### src/hdl/lbcd_pkg.sv
// shared constants, controller states and control structs for the cache directory
package lbcd_pkg;

    localparam int MAX_ENTRIES = 256;
    localparam int SLOT_W      = $clog2(MAX_ENTRIES);
    localparam int CNT_W       = $clog2(MAX_ENTRIES + 1);
    localparam int KEY_W       = 32;
    localparam int TAG_W       = 2 * KEY_W + 1;

    typedef enum logic [12:0] {
        S_IDLE     = 13'b0000000000001,
        S_SCAN_RD  = 13'b0000000000010,
        S_SCAN_CMP = 13'b0000000000100,
        S_FREE     = 13'b0000000001000,
        S_LINK     = 13'b0000000010000,
        S_HIT_WR   = 13'b0000000100000,
        S_EV_RD    = 13'b0000001000000,
        S_EV_CAP   = 13'b0000010000000,
        S_MTF_RD   = 13'b0000100000000,
        S_MTF_A    = 13'b0001000000000,
        S_MTF_B    = 13'b0010000000000,
        S_DONE     = 13'b0100000000000,
        S_SPARE    = 13'b1000000000000
    } state_t;

    typedef struct packed {
        logic load;
        logic scan_rd;
        logic scan_inc;
        logic hit_set;
        logic ev_rd;
        logic ev_cap;
        logic free_set;
        logic tag_wr;
        logic used_inc;
        logic link_first;
        logic link;
        logic mtf_rd;
        logic mtf_a;
    } cmd_t;

    typedef struct packed {
        logic match;
        logic scan_last;
        logic used_zero;
        logic room;
        logic slot_is_mru;
    } status_t;

endpackage

### src/hdl/lbcd_ctrl.sv
// controller state machine sequencing lookup, install and recency update
module lbcd_ctrl import lbcd_pkg::*; (
    input  logic    clk,
    input  logic    rst_n,
    input  logic    start,
    input  status_t stat,
    output cmd_t    cmd,
    output logic    busy,
    output logic    done
);

    state_t state_reg, state_next;

    always_ff @(posedge clk or negedge rst_n)
    begin
        if (!rst_n)
        begin
            state_reg <= S_IDLE;
        end
        else
        begin
            state_reg <= state_next;
        end
    end

    always_comb
    begin
        cmd        = '0;
        state_next = state_reg;
        unique case (state_reg)
            S_IDLE:
            begin
                if (start)
                begin
                    cmd.load   = 1'b1;
                    state_next = stat.used_zero ? S_FREE : S_SCAN_RD;
                end
            end
            S_SCAN_RD:
            begin
                cmd.scan_rd = 1'b1;
                state_next  = S_SCAN_CMP;
            end
            S_SCAN_CMP:
            begin
                if (stat.match)
                begin
                    cmd.hit_set = 1'b1;
                    state_next  = S_HIT_WR;
                end
                else if (stat.scan_last)
                begin
                    state_next = stat.room ? S_FREE : S_EV_RD;
                end
                else
                begin
                    cmd.scan_inc = 1'b1;
                    state_next   = S_SCAN_RD;
                end
            end
            S_FREE:
            begin
                cmd.free_set = 1'b1;
                state_next   = S_LINK;
            end
            S_LINK:
            begin
                cmd.tag_wr     = 1'b1;
                cmd.used_inc   = 1'b1;
                cmd.link_first = stat.used_zero;
                cmd.link       = !stat.used_zero;
                state_next     = S_DONE;
            end
            S_HIT_WR:
            begin
                cmd.tag_wr = 1'b1;
                state_next = S_MTF_RD;
            end
            S_EV_RD:
            begin
                cmd.ev_rd  = 1'b1;
                state_next = S_EV_CAP;
            end
            S_EV_CAP:
            begin
                cmd.ev_cap = 1'b1;
                cmd.tag_wr = 1'b1;
                state_next = S_MTF_RD;
            end
            S_MTF_RD:
            begin
                if (stat.slot_is_mru)
                begin
                    state_next = S_DONE;
                end
                else
                begin
                    cmd.mtf_rd = 1'b1;
                    state_next = S_MTF_A;
                end
            end
            S_MTF_A:
            begin
                cmd.mtf_a  = 1'b1;
                state_next = S_MTF_B;
            end
            S_MTF_B:
            begin
                cmd.link   = 1'b1;
                state_next = S_DONE;
            end
            S_DONE:
            begin
                state_next = S_IDLE;
            end
            default:
            begin
                state_next = S_IDLE;
            end
        endcase
    end

    assign busy = (state_reg != S_IDLE);
    assign done = (state_reg == S_DONE);

endmodule

### config.mk
export PLATFORM = sky130hd
export DESIGN_NAME = lbcd_ctrl
export DESIGN_NICKNAME = d
export VERILOG_FILES = /design/src/hdl/lbcd_pkg.sv /design/src/hdl/lbcd_ctrl.sv
export SDC_FILE = /design/constraint.sdc
export NUM_CORES = 1
export LEC_CHECK = 0
export ABC_AREA = 1
export ABC_CLOCK_PERIOD_IN_PS = 2000
export BUFFER_PORTS_ARGS = -buffer_cell sky130_fd_sc_hd__buf_2
export CELL_PAD_IN_SITES_DETAIL_PLACEMENT = 0
export CELL_PAD_IN_SITES_GLOBAL_PLACEMENT = 1
export CORE_ASPECT_RATIO = 0.75
export CORE_MARGIN = 2
export CORE_UTILIZATION = 30
export CTS_BUF_LIST = sky130_fd_sc_hd__clkbuf_4 sky130_fd_sc_hd__clkbuf_8
export DETAILED_ROUTE_END_ITERATION = 12
export PLACE_DENSITY = 0.64
export SYNTH_ARGS = -nofsm -noshare
export SYNTH_HDL_FRONTEND = slang
export SYNTH_SLANG_ARGS = --single-unit
### constraint.sdc
create_clock -name clk -period 2 [get_ports clk]
set_input_delay 0.4 -clock clk [delete_from_list [all_inputs] [get_ports clk]]
set_output_delay 0.4 -clock clk [all_outputs]
set_load 0.02 [all_outputs]
==> results.yml <==
final_layout:
  num-fill-cells: 290
  layout-drive-gt1-share_pct: 39.16
  flow.area_growth_from_synthesis_pct: 33.90
  flip_flop_count_of_the_largest_register_after_layout: 12
  layout.area.seq_um2: 302.8
  post_layout_nonfiller_instances: 179
  postLayoutCellArea_um2: 1087
  final_core_util_pct: 42.10
  multi_input_area_um2: 449.2
  antenna_cells: 0
  design.final.nets: 152
routing:
  firstDrtPassIters: 4
  totalWireLength_mm: 1.779
  routed_via_density: 4.274
  post_drt_wl_per_cell_um: 9.939
  drt_drc_violations_left: 0
  detail-route-antenna-nets: 0
  detailedRoute.firstIterationViolations: 15
  via_count: 765
critical_path:
  worst-endpoint-required_ns: 1.60
  timing.critical_path.slowest_stage_cell: "dfrtp_1"
  worst_setup_path_end_kind: "primary output"
  timing.critical_path.fanout_max: 6
  crit_start: "state_reg[8]"
  count_of_buffer_and_inverter_cells_on_the_critical_path: 1
  timing.critical_path.cells: "nor2_4 -> nand2_4 -> nor2_4 -> nand2_4 -> o21ai_2 -> buf_4"
  worst_r2r_path_depth: 6
  r2r_end: "state_reg[1]"
  critical_path.max_stage_delay_ns: 0.41
  worst_path_dominant_cell_family: "simple AND/OR/NAND/NOR gates"
  worstReg2RegStart: "state_reg[6]"
  critical_path_arrival_ns: 1.50
  type_of_origin_of_the_critical_path: "flip-flop"
  reg2reg_setup_slack_ns: 0.64
  worst-setup-path-type: "reg2out"
grt:
  globalRoute.totalOverflow: 0
  grt_pass1_wl_mm: 3.105
  grt_pass1_vias: 745
  grt_util_all_layers_pct: 12.77
  grt_antenna_before_repair: 0
  grt_start_max_net_pins: 13
pwr:
  power.switching_fraction_pct: 44.72
  peak_ir_drop_on_the_vdd_network_uv: 473.3
  p_int_mw: 0.6024
  clock_share_of_power_pct: 17.4
  seqPwrFrac_pct: 29.3
  comb_power_share_pct: 53.3
  switching_power_mw: 0.4874
  power.density_nw_per_um2: 1002
  p_leak_nw: 0.6920
placed_design:
  port_buffers: 22
  placed_cells_incl_taps: 170
  final_weighted_congestion_of_routability_driven_global_placement: 0.7995
  dpl-instance-area_um2: 967.2
  dp.final_hpwl_mm: 1.428
sta:
  min_period_over_period_pct: 95.01
  clock.fmax_mhz: 526.2
  period_minus_slack_ns: 1.900
  setup_total_negative_slack_ns: 0
  hold_slack_ns: 0.2942
  setup_viol_count_final: 0
  skew_ns: 0.0009499
  timing_worst_slew_pin_value_ns: 0.3401
  timing_max_transition_violations_final: 0
  timing_hold_violations_final: 0
  slew_headroom_pct: 77.15
die:
  rows: 16
  initial_utilization_pct: 31.44
  die_x_um: 64.08
  floorplan.die_area_um2: 3143
  fp.coreArea_um2: 2582
  ios: 23
  die-height_um: 49.06
yosys:
  ys_ff_latch: 12
  synth_area_um2: 812.0
  synthesized_instance_count: 112
  syn_area_per_cell_um2: 7.250
  yosys_warnings: 0
  mappedNetlistNets: 120
  synth_cell_types: 18
  synth_seq_area_share_pct: 37.13
outcome:
  result_of_the_run: "complete, no violations"
clocking:
  clockRootBuffer: "clkbuf_4"
  numClockSinks: 12
  tritoncts: "done"
  tritoncts.num_buffers: 3
  cts_buffer_depth: 2
  clk_latency_ns: 0.27
  worst_setup_hold_path_clk_slew_ns: 0.07
  htree_num_levels: 1
min_path:
  worstHoldPathCells: 2
  hold_path_end: "state_reg[6]"
  worst_hold_path_type: "in2reg"
  worstHoldStart: "stat[1]"
flow_run:
  max_cap_viol_count: 0
-- placed cells by master, fill, tap and decap left out --
master	n
inv_1	26
nand2_1	21
buf_2	18
nor2_1	12
dfrtp_1	10
nor2_4	8
buf_4	7
nand3_1	6
nor3_1	5
nand2_4	4
nor2_2	4
nand2_2	4
clkbuf_4	3
nand4_1	2
a21oi_1	2
and3_1	1
nor2_8	1
nor3_2	1
o21ai_2	1
o21ai_1	1
inv_2	1
nor4_2	1
clkbuf_8	1
dlygate4sd3_1	1
dfstp_2	1
dfrtp_2	1
-- kinds of logic (layout without fill, tap and decap cells) --
group	count (synthesis)	count (layout)	share of synthesized area, %
simple gates	69	70	47.92
flops	12	12	37.13
compound gates	4	4	2.465
buf+inv	27	57	12.48
-- per-stage QoR --
step           setup slack, ns  total power, mW
2_1_floorplan           0.3737           0.7310
3_3_place_gp            0.3204           0.8522
3_5_place_dp            0.3380           0.8492
4_1_cts                0.03117            1.044
5_1_grt               -0.01189            1.181
6_report               0.09974            1.090
-- cells in the mapped netlist --
| library cell | number | area (µm²) |
|---|---|---|
| nand2_1 | 21 | 78.83 |
| nor2_2 | 4 | 25.02 |
| dfstp_2 | 1 | 26.28 |
| nor3_1 | 6 | 30.03 |
| inv_1 | 26 | 97.59 |
| and3_1 | 1 | 6.260 |
| dfrtp_1 | 11 | 275.3 |
| nor2_1 | 14 | 52.55 |
| inv_2 | 1 | 3.750 |
| nand2_4 | 3 | 33.78 |
| nor2_8 | 1 | 20.02 |
| o21ai_1 | 2 | 10.01 |
| nand4_1 | 2 | 12.51 |
| nor2_4 | 5 | 56.30 |
| nand3_1 | 6 | 30.03 |
| nand2_2 | 5 | 31.28 |
| nor4_2 | 1 | 12.51 |
| a21oi_1 | 2 | 10.01 |
-- repair_timing --
action	4_1_cts	5_1_grt
hold endpoints to repair	6	0
setup buffers	0	3
resized for setup	0	12
setup endpoints to repair	0	5
hold buffers	1	0
-- area by class of cell --
type	count	share of cell area, %
tap	36	4.143
clock buffer	4	3.337
multi-input combinational	74	41.31
inverter	27	9.321
timing repair buffer	26	14.04
sequential	12	27.85
-- worst max path at each step --
stage / depth (start not counted) / endpoint
after detailed placement: 6 / cmd[2]
after global routing: 6 / cmd[2]
after floorplan: 5 / cmd[12]
final: 6 / cmd[2]
after global placement: 6 / cmd[2]
after CTS: 6 / cmd[2]
-- metal layers --
layer  vias to the layer above  share of wire (%)  GRT usage, %  wire [µm]
met2                        23                 48         20.49        851
met4                         0                  0         4.348          0
li1                        398                  -             -          -
met1                       344                 47         15.97        832
met5                         -                  0             0          0
met3                         0                5.4         4.388         96
-- power groups by stage --
stage | combinational, mW | clock [mW] | sequential (mW)
3_5_place_dp | 0.530 | 0 | 0.320
2_1_floorplan | 0.416 | 0 | 0.315
6_report | 0.581 | 0.190 | 0.319
5_1_grt | 0.642 | 0.212 | 0.327
3_3_place_gp | 0.532 | 0 | 0.321
4_1_cts | 0.533 | 0.195 | 0.315
Note: power is estimated with default switching activity, not from simulation.
